## src/rtl/absf_pkg.sv

```systemverilog
// Package: opcodes, shift types and the decoded word passed from front to back.
`default_nettype none
package absf_pkg;

    localparam int QUEUE_DEPTH_DEF = 2;

    localparam int FLAG_N = 3;
    localparam int FLAG_Z = 2;
    localparam int FLAG_C = 1;
    localparam int FLAG_V = 0;

    typedef enum logic [3:0] {
        OP_AND = 4'h0,
        OP_EOR = 4'h1,
        OP_SUB = 4'h2,
        OP_RSB = 4'h3,
        OP_ADD = 4'h4,
        OP_ADC = 4'h5,
        OP_SBC = 4'h6,
        OP_RSC = 4'h7,
        OP_TST = 4'h8,
        OP_TEQ = 4'h9,
        OP_CMP = 4'hA,
        OP_CMN = 4'hB,
        OP_ORR = 4'hC,
        OP_MOV = 4'hD,
        OP_BIC = 4'hE,
        OP_MVN = 4'hF
    } t_opcode;

    typedef enum logic [1:0] {
        SH_LSL = 2'd0,
        SH_LSR = 2'd1,
        SH_ASR = 2'd2,
        SH_ROR = 2'd3
    } t_shift;

    typedef enum logic [1:0] {
        CIN_ZERO = 2'd0,
        CIN_ONE  = 2'd1,
        CIN_FLAG = 2'd2
    } t_cin;

    // Decoded word: operand 2 already shifted, only the old-carry parts left open.
    typedef struct packed {
        logic [31:0] first;
        logic [31:0] op2;
        logic        sh_carry;
        logic        keep_carry;
        logic        rrx;
        t_opcode     opcode;
        logic        is_arith;
        logic        swap;
        logic        invert;
        t_cin        cin_sel;
        logic        flag_upd;
        logic        write;
        logic [3:0]  rd;
    } t_work;

endpackage
`default_nettype wire

```

## src/rtl/absf_front.sv

```systemverilog
// Front end: decodes the instruction, runs the barrel shifter, classifies the ALU op.
`default_nettype none
module absf_front
    import absf_pkg::*;
(
    input  wire logic [31:0] i_instruction_word,
    input  wire logic [31:0] i_first_value,
    input  wire logic [31:0] i_second_value,
    input  wire logic [7:0]  i_shift_reg_value,
    output t_work            o_work
);

    logic [31:0] inst;
    logic [31:0] rm;
    logic [4:0]  rot;
    logic [31:0] imm_res;
    logic [63:0] imm_dbl;
    t_shift      sh_type;
    logic        reg_form;
    logic [4:0]  amt5;
    logic [7:0]  amt;
    logic        rrx;
    logic [5:0]  amt_sat;
    logic [5:0]  amt_asr;
    logic [32:0] lsl_t;
    logic [32:0] lsr_t;
    logic [32:0] asr_t;
    logic [63:0] ror_t;
    t_opcode     opc;

    assign inst     = i_instruction_word;
    assign rm       = i_second_value;
    assign rot      = {inst[11:8], 1'b0};
    assign imm_dbl  = {24'd0, inst[7:0], 24'd0, inst[7:0]} >> rot;
    assign imm_res  = imm_dbl[31:0];
    assign sh_type  = t_shift'(inst[6:5]);
    assign reg_form = inst[4];
    assign amt5     = inst[11:7];
    assign opc      = t_opcode'(inst[24:21]);

    // Immediate LSR/ASR by zero encode a shift by 32; ROR by zero is RRX.
    always_comb begin
        if (reg_form) begin
            amt = i_shift_reg_value;
        end else if (amt5 == 5'd0 && (sh_type == SH_LSR || sh_type == SH_ASR)) begin
            amt = 8'd32;
        end else begin
            amt = {3'd0, amt5};
        end
    end

    assign rrx     = !reg_form && amt5 == 5'd0 && sh_type == SH_ROR;
    assign amt_sat = (amt > 8'd33) ? 6'd33 : amt[5:0];
    assign amt_asr = (amt > 8'd32) ? 6'd32 : amt[5:0];
    assign lsl_t   = {1'b0, rm} << amt_sat;
    assign lsr_t   = {rm, 1'b0} >> amt_sat;
    assign asr_t   = $signed({rm, 1'b0}) >>> amt_asr;
    assign ror_t   = {rm, rm} >> amt[4:0];

    always_comb begin
        o_work            = '0;
        o_work.first      = i_first_value;
        o_work.opcode     = opc;
        o_work.rd         = inst[15:12];
        o_work.flag_upd   = inst[20] && inst[15:12] != 4'hF;
        o_work.write      = !(opc inside {OP_TST, OP_TEQ, OP_CMP, OP_CMN});

        // Shifter
        if (inst[25]) begin
            o_work.op2        = imm_res;
            o_work.sh_carry   = imm_res[31];
            o_work.keep_carry = (rot == 5'd0);
        end else if (rrx) begin
            o_work.op2      = {1'b0, rm[31:1]};
            o_work.sh_carry = rm[0];
            o_work.rrx      = 1'b1;
        end else if (amt == 8'd0) begin
            o_work.op2        = rm;
            o_work.keep_carry = 1'b1;
        end else begin
            case (sh_type)
                SH_LSL: begin
                    o_work.op2      = lsl_t[31:0];
                    o_work.sh_carry = lsl_t[32];
                end
                SH_LSR: begin
                    o_work.op2      = lsr_t[32:1];
                    o_work.sh_carry = lsr_t[0];
                end
                SH_ASR: begin
                    o_work.op2      = asr_t[32:1];
                    o_work.sh_carry = asr_t[0];
                end
                default: begin
                    o_work.op2      = ror_t[31:0];
                    o_work.sh_carry = ror_t[31];
                end
            endcase
        end

        // ALU class
        case (opc)
            OP_SUB, OP_CMP: begin
                o_work.is_arith = 1'b1;
                o_work.invert   = 1'b1;
                o_work.cin_sel  = CIN_ONE;
            end
            OP_RSB: begin
                o_work.is_arith = 1'b1;
                o_work.swap     = 1'b1;
                o_work.invert   = 1'b1;
                o_work.cin_sel  = CIN_ONE;
            end
            OP_ADD, OP_CMN: begin
                o_work.is_arith = 1'b1;
                o_work.cin_sel  = CIN_ZERO;
            end
            OP_ADC: begin
                o_work.is_arith = 1'b1;
                o_work.cin_sel  = CIN_FLAG;
            end
            OP_SBC: begin
                o_work.is_arith = 1'b1;
                o_work.invert   = 1'b1;
                o_work.cin_sel  = CIN_FLAG;
            end
            OP_RSC: begin
                o_work.is_arith = 1'b1;
                o_work.swap     = 1'b1;
                o_work.invert   = 1'b1;
                o_work.cin_sel  = CIN_FLAG;
            end
            default: begin
                o_work.is_arith = 1'b0;
                o_work.cin_sel  = CIN_ZERO;
            end
        endcase
    end

endmodule
`default_nettype wire

```

## src/rtl/absf_queue.sv

```systemverilog
// Short queue of decoded words between the front and back ends.
`default_nettype none
module absf_queue
    import absf_pkg::*;
#(
    parameter int DEPTH = QUEUE_DEPTH_DEF
) (
    input  wire logic  i_clk,
    input  wire logic  i_rst_n,
    input  wire logic  i_push,
    input  t_work      i_data,
    input  wire logic  i_pop,
    output t_work      o_data,
    output logic       o_full,
    output logic       o_empty
);

    localparam int PTR_W = $clog2(DEPTH);
    localparam int CNT_W = $clog2(DEPTH + 1);

    t_work            r_mem [DEPTH];
    logic [PTR_W-1:0] r_wr_ptr;
    logic [PTR_W-1:0] r_rd_ptr;
    logic [CNT_W-1:0] r_count;
    logic [PTR_W-1:0] n_wr_ptr;
    logic [PTR_W-1:0] n_rd_ptr;

    assign o_full  = (r_count == CNT_W'(DEPTH));
    assign o_empty = (r_count == '0);
    assign o_data  = r_mem[r_rd_ptr];

    assign n_wr_ptr = (r_wr_ptr == PTR_W'(DEPTH - 1)) ? '0 : r_wr_ptr + 1'b1;
    assign n_rd_ptr = (r_rd_ptr == PTR_W'(DEPTH - 1)) ? '0 : r_rd_ptr + 1'b1;

    always_ff @(posedge i_clk) begin
        if (!i_rst_n) begin
            r_wr_ptr <= '0;
            r_rd_ptr <= '0;
            r_count  <= '0;
        end else begin
            if (i_push) begin
                r_wr_ptr <= n_wr_ptr;
            end
            if (i_pop) begin
                r_rd_ptr <= n_rd_ptr;
            end
            if (i_push && !i_pop) begin
                r_count <= r_count + 1'b1;
            end else if (i_pop && !i_push) begin
                r_count <= r_count - 1'b1;
            end
        end
    end

    always_ff @(posedge i_clk) begin
        if (i_push) begin
            r_mem[r_wr_ptr] <= i_data;
        end
    end

endmodule
`default_nettype wire

```

## src/rtl/absf_back.sv

```systemverilog
// Back end: ALU, NZCV flag register and the registered result word.
`default_nettype none
module absf_back
    import absf_pkg::*;
(
    input  wire logic        i_clk,
    input  wire logic        i_rst_n,
    input  wire logic        i_avail,
    input  t_work            i_work,
    output logic             o_pop,
    output logic             o_out_valid,
    input  wire logic        i_out_stall,
    output logic [31:0]      o_result_value,
    output logic             o_write_result,
    output logic [3:0]       o_dest_index,
    output logic             o_flag_negative,
    output logic             o_flag_zero,
    output logic             o_flag_carry,
    output logic             o_flag_overflow
);

    logic [3:0]  r_flags;
    logic [3:0]  n_flags;
    logic        r_out_valid;
    logic [31:0] r_result;
    logic        r_write;
    logic [3:0]  r_rd;
    logic [3:0]  r_out_flags;

    logic        c_old;
    logic [31:0] b;
    logic        sc;
    logic [31:0] x;
    logic [31:0] y;
    logic        cin;
    logic [32:0] sum;
    logic [31:0] res;

    assign o_pop = i_avail && (!r_out_valid || !i_out_stall);
    assign c_old = r_flags[FLAG_C];

    always_comb begin
        b     = i_work.op2;
        b[31] = i_work.rrx ? c_old : i_work.op2[31];
        sc    = i_work.keep_carry ? c_old : i_work.sh_carry;
        x     = i_work.swap ? b : i_work.first;
        y     = i_work.swap ? i_work.first : b;
        y     = i_work.invert ? ~y : y;
        case (i_work.cin_sel)
            CIN_ONE:  cin = 1'b1;
            CIN_FLAG: cin = c_old;
            default:  cin = 1'b0;
        endcase
        sum = {1'b0, x} + {1'b0, y} + {32'd0, cin};

        if (i_work.is_arith) begin
            res = sum[31:0];
        end else begin
            case (i_work.opcode)
                OP_AND, OP_TST: res = i_work.first & b;
                OP_EOR, OP_TEQ: res = i_work.first ^ b;
                OP_ORR:         res = i_work.first | b;
                OP_MOV:         res = b;
                OP_BIC:         res = i_work.first & ~b;
                default:        res = ~b;
            endcase
        end

        n_flags = r_flags;
        if (i_work.flag_upd) begin
            n_flags[FLAG_N] = res[31];
            n_flags[FLAG_Z] = (res == 32'd0);
            if (i_work.is_arith) begin
                n_flags[FLAG_C] = sum[32];
                n_flags[FLAG_V] = (x[31] ^ res[31]) & (y[31] ^ res[31]);
            end else begin
                n_flags[FLAG_C] = sc;
            end
        end
    end

    always_ff @(posedge i_clk) begin
        if (!i_rst_n) begin
            r_flags     <= '0;
            r_out_valid <= 1'b0;
        end else begin
            if (o_pop) begin
                r_flags     <= n_flags;
                r_out_valid <= 1'b1;
            end else if (!i_out_stall) begin
                r_out_valid <= 1'b0;
            end
        end
    end

    always_ff @(posedge i_clk) begin
        if (o_pop) begin
            r_result    <= res;
            r_write     <= i_work.write;
            r_rd        <= i_work.rd;
            r_out_flags <= n_flags;
        end
    end

    assign o_out_valid     = r_out_valid;
    assign o_result_value  = r_result;
    assign o_write_result  = r_write;
    assign o_dest_index    = r_rd;
    assign o_flag_negative = r_out_flags[FLAG_N];
    assign o_flag_zero     = r_out_flags[FLAG_Z];
    assign o_flag_carry    = r_out_flags[FLAG_C];
    assign o_flag_overflow = r_out_flags[FLAG_V];

endmodule
`default_nettype wire

```

## src/rtl/alu_barrel_shifter_with_flags.sv

```systemverilog
// Top level: data-processing ALU with barrel shifter and NZCV flags.
// Path: an accepted word is written into the queue, then popped into the back end's result register.
// Throughput: one word per cycle while the output is not stalled; the flag loop (shifter carry,
// adder, NZCV register) closes within the back end.
// Reset: synchronous, active low; clears the queue, the output valid and the NZCV flags.
`default_nettype none
module alu_barrel_shifter_with_flags
    import absf_pkg::*;
#(
    parameter int QUEUE_DEPTH = QUEUE_DEPTH_DEF  // decoded words buffered, 2 or more
) (
    input  wire logic        i_clk,
    input  wire logic        i_rst_n,
    // input channel
    input  wire logic        i_in_valid,
    output logic             o_in_stall,
    input  wire logic [31:0] i_instruction_word,
    input  wire logic [31:0] i_first_value,
    input  wire logic [31:0] i_second_value,
    input  wire logic [7:0]  i_shift_reg_value,
    // output channel
    output logic             o_out_valid,
    input  wire logic        i_out_stall,
    output logic [31:0]      o_result_value,
    output logic             o_write_result,
    output logic [3:0]       o_dest_index,
    output logic             o_flag_negative,
    output logic             o_flag_zero,
    output logic             o_flag_carry,
    output logic             o_flag_overflow
);

    t_work front_work;
    t_work queue_work;
    logic  queue_full;
    logic  queue_empty;
    logic  push;
    logic  pop;

    // Front end: all of operand 2 that does not depend on the carry flag is
    // settled here, so the back end only patches RRX bit 31 and kept carries.
    absf_front u_front (
        .i_instruction_word (i_instruction_word),
        .i_first_value      (i_first_value),
        .i_second_value     (i_second_value),
        .i_shift_reg_value  (i_shift_reg_value),
        .o_work             (front_work)
    );

    // The stall comes from the registered fill count only, never from valid.
    assign o_in_stall = queue_full;
    assign push       = i_in_valid && !queue_full;

    absf_queue #(
        .DEPTH (QUEUE_DEPTH)
    ) u_queue (
        .i_clk   (i_clk),
        .i_rst_n (i_rst_n),
        .i_push  (push),
        .i_data  (front_work),
        .i_pop   (pop),
        .o_data  (queue_work),
        .o_full  (queue_full),
        .o_empty (queue_empty)
    );

    // Back end: pops whenever its output register is free or being emptied.
    absf_back u_back (
        .i_clk           (i_clk),
        .i_rst_n         (i_rst_n),
        .i_avail         (!queue_empty),
        .i_work          (queue_work),
        .o_pop           (pop),
        .o_out_valid     (o_out_valid),
        .i_out_stall     (i_out_stall),
        .o_result_value  (o_result_value),
        .o_write_result  (o_write_result),
        .o_dest_index    (o_dest_index),
        .o_flag_negative (o_flag_negative),
        .o_flag_zero     (o_flag_zero),
        .o_flag_carry    (o_flag_carry),
        .o_flag_overflow (o_flag_overflow)
    );

endmodule
`default_nettype wire

```

## config.mk

```make
export PLATFORM = sky130hd
export DESIGN_NAME = alu_barrel_shifter_with_flags
export DESIGN_NICKNAME = d
export VERILOG_FILES = /design/src/rtl/absf_pkg.sv /design/src/rtl/absf_front.sv /design/src/rtl/absf_queue.sv /design/src/rtl/absf_back.sv /design/src/rtl/alu_barrel_shifter_with_flags.sv
export SDC_FILE = /design/constraint.sdc
export NUM_CORES = 1
export LEC_CHECK = 0
export BUFFER_PORTS_ARGS = -buffer_cell sky130_fd_sc_hd__buf_2
export CAP_MARGIN = 15
export CORE_MARGIN = 3
export CORE_UTILIZATION = 55
export DETAILED_ROUTE_END_ITERATION = 6
export PLACE_DENSITY = 0.73
export SLEW_MARGIN = 20
export SYNTH_ARGS = -nofsm -noshare
export SYNTH_HDL_FRONTEND = slang
export SYNTH_SLANG_ARGS = --single-unit
```

## constraint.sdc

```tcl
create_clock -name i_clk -period 15.75 [get_ports i_clk]
set_input_delay 3.15 -clock i_clk [delete_from_list [all_inputs] [get_ports i_clk]]
set_output_delay 3.15 -clock i_clk [all_outputs]
set_load 0.05 [all_outputs]
```

==> reports/metrics.csv <==
stage,metric,value,unit
status,outcome,finished with violations,
status,violations,design-rule violations,
route,viasPerCell,6.92,
worst_setup_path,start_kind,input port,
synth,ys_types,85,
synth,ys_seq_area_frac,0.298,
worst_setup_path,cp_top_family,compound AO/OA/AOI/OAI gates,
grt,grt_pass1_wl,124000,µm
timing,slew_headroom,0.299,
synth,syn_area_per_cell,8.52,µm²
layout,seqCellArea,0.00636,mm²
floorplanning,core_area,0.0379,mm²
clock_tree,cts_buffers,19,
grt,antenna_found_initial,0,
clock_tree,hold_buffers,0,
synth,synthMuxAreaShare,0.196,
floorplanning,ios,151,
timing,worst_slew_pin_slew,1050,ps
synth,syn-num-nets,2684,
floorplanning,rows,71,
clock_tree,insertion_delay,510,ps
place,port_buffers,140,
place,place_hpwl,57800,µm
route,wl_per_cell,27.5,µm
synth,synthAdderAreaFrac,0.0435,
pwr,p_sw_frac,0.501,
worst_setup_path,worst-path-max-fanout,69,
worst_setup_path,path_cells,"buf_2, or3_1, o311a_1, buf_4, nand2_4, buf_4, mux4_2, mux2i_1, mux2i_1, nand2_1, o21ai_0, a311oi_1, o221ai_1",
timing,skew,15.6,ps
synth,ys_warn_count,0,
timing,fmax,126,MHz
timing,tns,0,ps
clock_tree,cts_resized,0,
synth,synth_xor_area_frac,0.0242,
worst_setup_path,required,15880,ps
grt,grt_usage,0.391,
layout,nets,2672,
worst_setup_path,reg2regPathDepth,20,
layout,layout-drive-gt1-share,0.132,
timing,setup_violations,0,
worst_setup_path,critPathMaxStageDelay,750,ps
worst_setup_path,end_kind,flip-flop,
synth,async_flop_share,0,
timing,rsz0062_at_grt,false,
pwr,powerDensity,184,mW/mm²
clock_tree,cts-root-buf,clkbuf_16,
pwr,peakVddDrop,0.110,mV
worst_setup_path,cpMaxStageDelayCell,buf_4,
floorplanning,die_y,203,µm
grt,grt_pass1_vias,20200,
layout,fin_cells,3012,
layout,area_growth_syn_to_layout,6.25,%
floorplanning,die_area,0.0412,mm²
place,numPlacedInstances,2981,
clock_tree,cts.path.max_buffers,3,
timing,finalMaxSlewViolations,0,
route,drt_first_iter_violations,2367,
synth,syn-cell-area,0.0213,mm²
clock_tree,path_clk_slew,60,ps
route,ant_nets,0,
worst_setup_path,crit_type,in -> reg,
route,drt_wl_total,82800,µm
clock_tree,clock_sinks,215,
pwr,intPower,2.08,mW
pwr,leakage,8.82,nW
pwr,power_frac_seq,0.212,
flow_run,cap_violations,0,
hold_path,hold_path.class,reg -> reg,
worst_setup_path,critical_path_buf_inv_count,3,
worst_setup_path,regToRegSetupSlack,8530,ps
hold_path,whs_endpoint,u_back.r_flags[0],
clock_tree,cts_htree_levels,1,
worst_setup_path,r2r_end,u_back.r_out_flags[2],
route,firstDrtPassIters,7,
timing,layout_min_cycle_time,7930,ps
route,route.detailed.drc,7,
place,gp_congestion,1.03,
timing,hold_viol,0,
synth,synth_enable_flop_cells,205,
synth,syn_inst,2503,
pwr,combPwrFrac,0.688,
layout,multi_input_area,0.0139,mm²
floorplanning,initial_core_util,0.562,
worst_setup_path,cp_data_arrival_time,8050,ps
timing,finalCritPeriodShare,0.503,
synth,synth-seq-cells,215,
synth,synth_compound_area_frac,0.224,
pwr,p_clk_frac,0.100,
layout,fill_cells,3401,
grt,grt_max_degree,72,
synth,ys.flop_type,edfxtp_1,
floorplanning,die_w,203,µm
clock_tree,cts_tree,done,
synth,synthSimpleGateAreaFrac,0.157,
hold_path,hp-start,u_back.r_flags[0],
route,num_vias,20900,
clock_tree,postCtsSetupBuffers,0,
grt,grt.overflow.total,0,
pwr,p_switching,2.09,mW
hold_path,worstHoldPathCells,2,
synth,synth_top_family_by_area,compound AO/OA/AOI/OAI gates,
layer usage:
metal | global-route usage | up-vias | part of all wire | wire [µm]
li1 | - | 9368 | - | -
met1 | 0.488 | 9886 | 0.38 | 31100
met2 | 0.628 | 1262 | 0.45 | 37400
met3 | 0.0693 | 334 | 0.098 | 8130
met4 | 0.253 | 0 | 0.075 | 6240
met5 | 0 | - | 0 | 0
power by group through the flow:
stage	Sequential (mW)	Clock (mW)	Combinational [mW]
after floorplan	1.07	0	1.96
after global placement	0.891	0	2.73
after detailed placement	0.896	0	2.79
after CTS	0.885	0.422	2.81
after global routing	0.897	0.444	3.11
final	0.884	0.414	2.87
synthesized netlist by cell type, types with 35 or more instances:
cell,instances,area [µm²]
xnor2_1,52,455
edfxtp_1,205,6160
nor3_1,46,230
a211oi_1,48,360
inv_1,52,195
nand3_1,61,305
nand2_1,305,1140
nor2_1,243,912
clkbuf_1,132,495
mux2i_1,291,2910
a21oi_1,218,1090
mux2_2,43,484
a31oi_1,42,263
o211ai_1,35,263
buf_2,50,250
o21ai_0,174,871
ha_1,71,888
how the worst max path moves through the flow:
stage | endpoint | cells past startpoint | slack, ps | from
floorplan | u_queue.r_mem[0][0] | 2 | 8560 | i_in_valid
global placement | u_queue.r_mem[0][48] | 13 | 7440 | i_instruction_word[10]
detailed placement | u_queue.r_mem[0][48] | 13 | 7370 | i_instruction_word[10]
CTS | u_queue.r_mem[0][48] | 13 | 7890 | i_instruction_word[10]
global route | u_queue.r_mem[1][48] | 13 | 7630 | i_instruction_word[10]
finish | u_queue.r_mem[0][48] | 13 | 7820 | i_instruction_word[10]
area by class of cell:
cell class / instances / share of cell area
Timing Repair Buffer: 186 / 0.0462
Clock inverter: 9 / 0.00243
Multi-Input combinational cell: 2017 / 0.613
Sequential cell: 215 / 0.281
Tap cell: 511 / 0.0282
Antenna cell: 1 / 0.000110
Inverter: 52 / 0.00861
Clock buffer: 21 / 0.0213
layout by cell type, fill, tap and decap left out, types with 21 or more instances in the layout:
cell type  netlist  routed
mux4_2          33      33
buf_2           50     140
nand3_1         61      61
buf_4           10      46
mux2i_1        291     285
o21ai_0        174     174
a31oi_1         42      42
inv_1           52      51
o211ai_1        35      35
nand2_1        305     303
a21o_1          21      21
ha_1            71      71
edfxtp_1       205     205
nor2_1         243     236
a21oi_1        218     218
o22ai_1         25      25
a211oi_1        48      48
mux2_2          43      43
nor3_1          46      46
xnor2_1         52      52
worst reg2reg max path, delay by kind of cell (launching register included):
family / cells / cell delay [ps]
buffers and inverters: 3 / 1420
AOI/OAI and AO/OA: 6 / 1510
and+or+nand+nor: 5 / 1720
xor gates and xnor gates: 2 / 330
muxes: 2 / 600
DFF: 1 / 790
adders and majority gates: 2 / 730
through the flow:
step / cell area [µm²] / power, mW / hold WS, ps / setup WS, ps / utilization
floorplan: 21300 / 3.03 / 433 / 8560 / -
global placement: 22100 / 3.62 / 443 / 7440 / 0.583
detailed placement: 22100 / 3.69 / 455 / 7370 / 0.583
CTS: 22700 / 4.12 / 466 / 7890 / 0.597
global route: 22700 / 4.45 / 481 / 7630 / 0.597
finish: 22700 / 4.17 / 468 / 7820 / 0.597
kinds of logic (layout without fill, tap and decap cells):
logic type / Yosys count / after routing
DFF: 215 / 215
muxes: 370 / 370
xor gates and xnor gates: 59 / 59
and+or+nand+nor: 770 / 770
AOI/OAI and AO/OA: 745 / 745
other: 0 / 1
buffers and inverters: 271 / 268
adders and majority gates: 73 / 73
state kept, by name, indices dropped and copies added (netlist names), named ones only:
signal	flops
u_back.o_dest_index	4
u_back.r_out_flags	4
u_back.o_out_valid	1
u_back.o_result_value	32
u_queue.r_count	2
u_queue.r_rd_ptr	1
u_queue.r_wr_ptr	1
u_back.r_flags	4
u_queue.r_mem	164
u_back.o_write_result	1
Power figures use the tool's default switching activity.
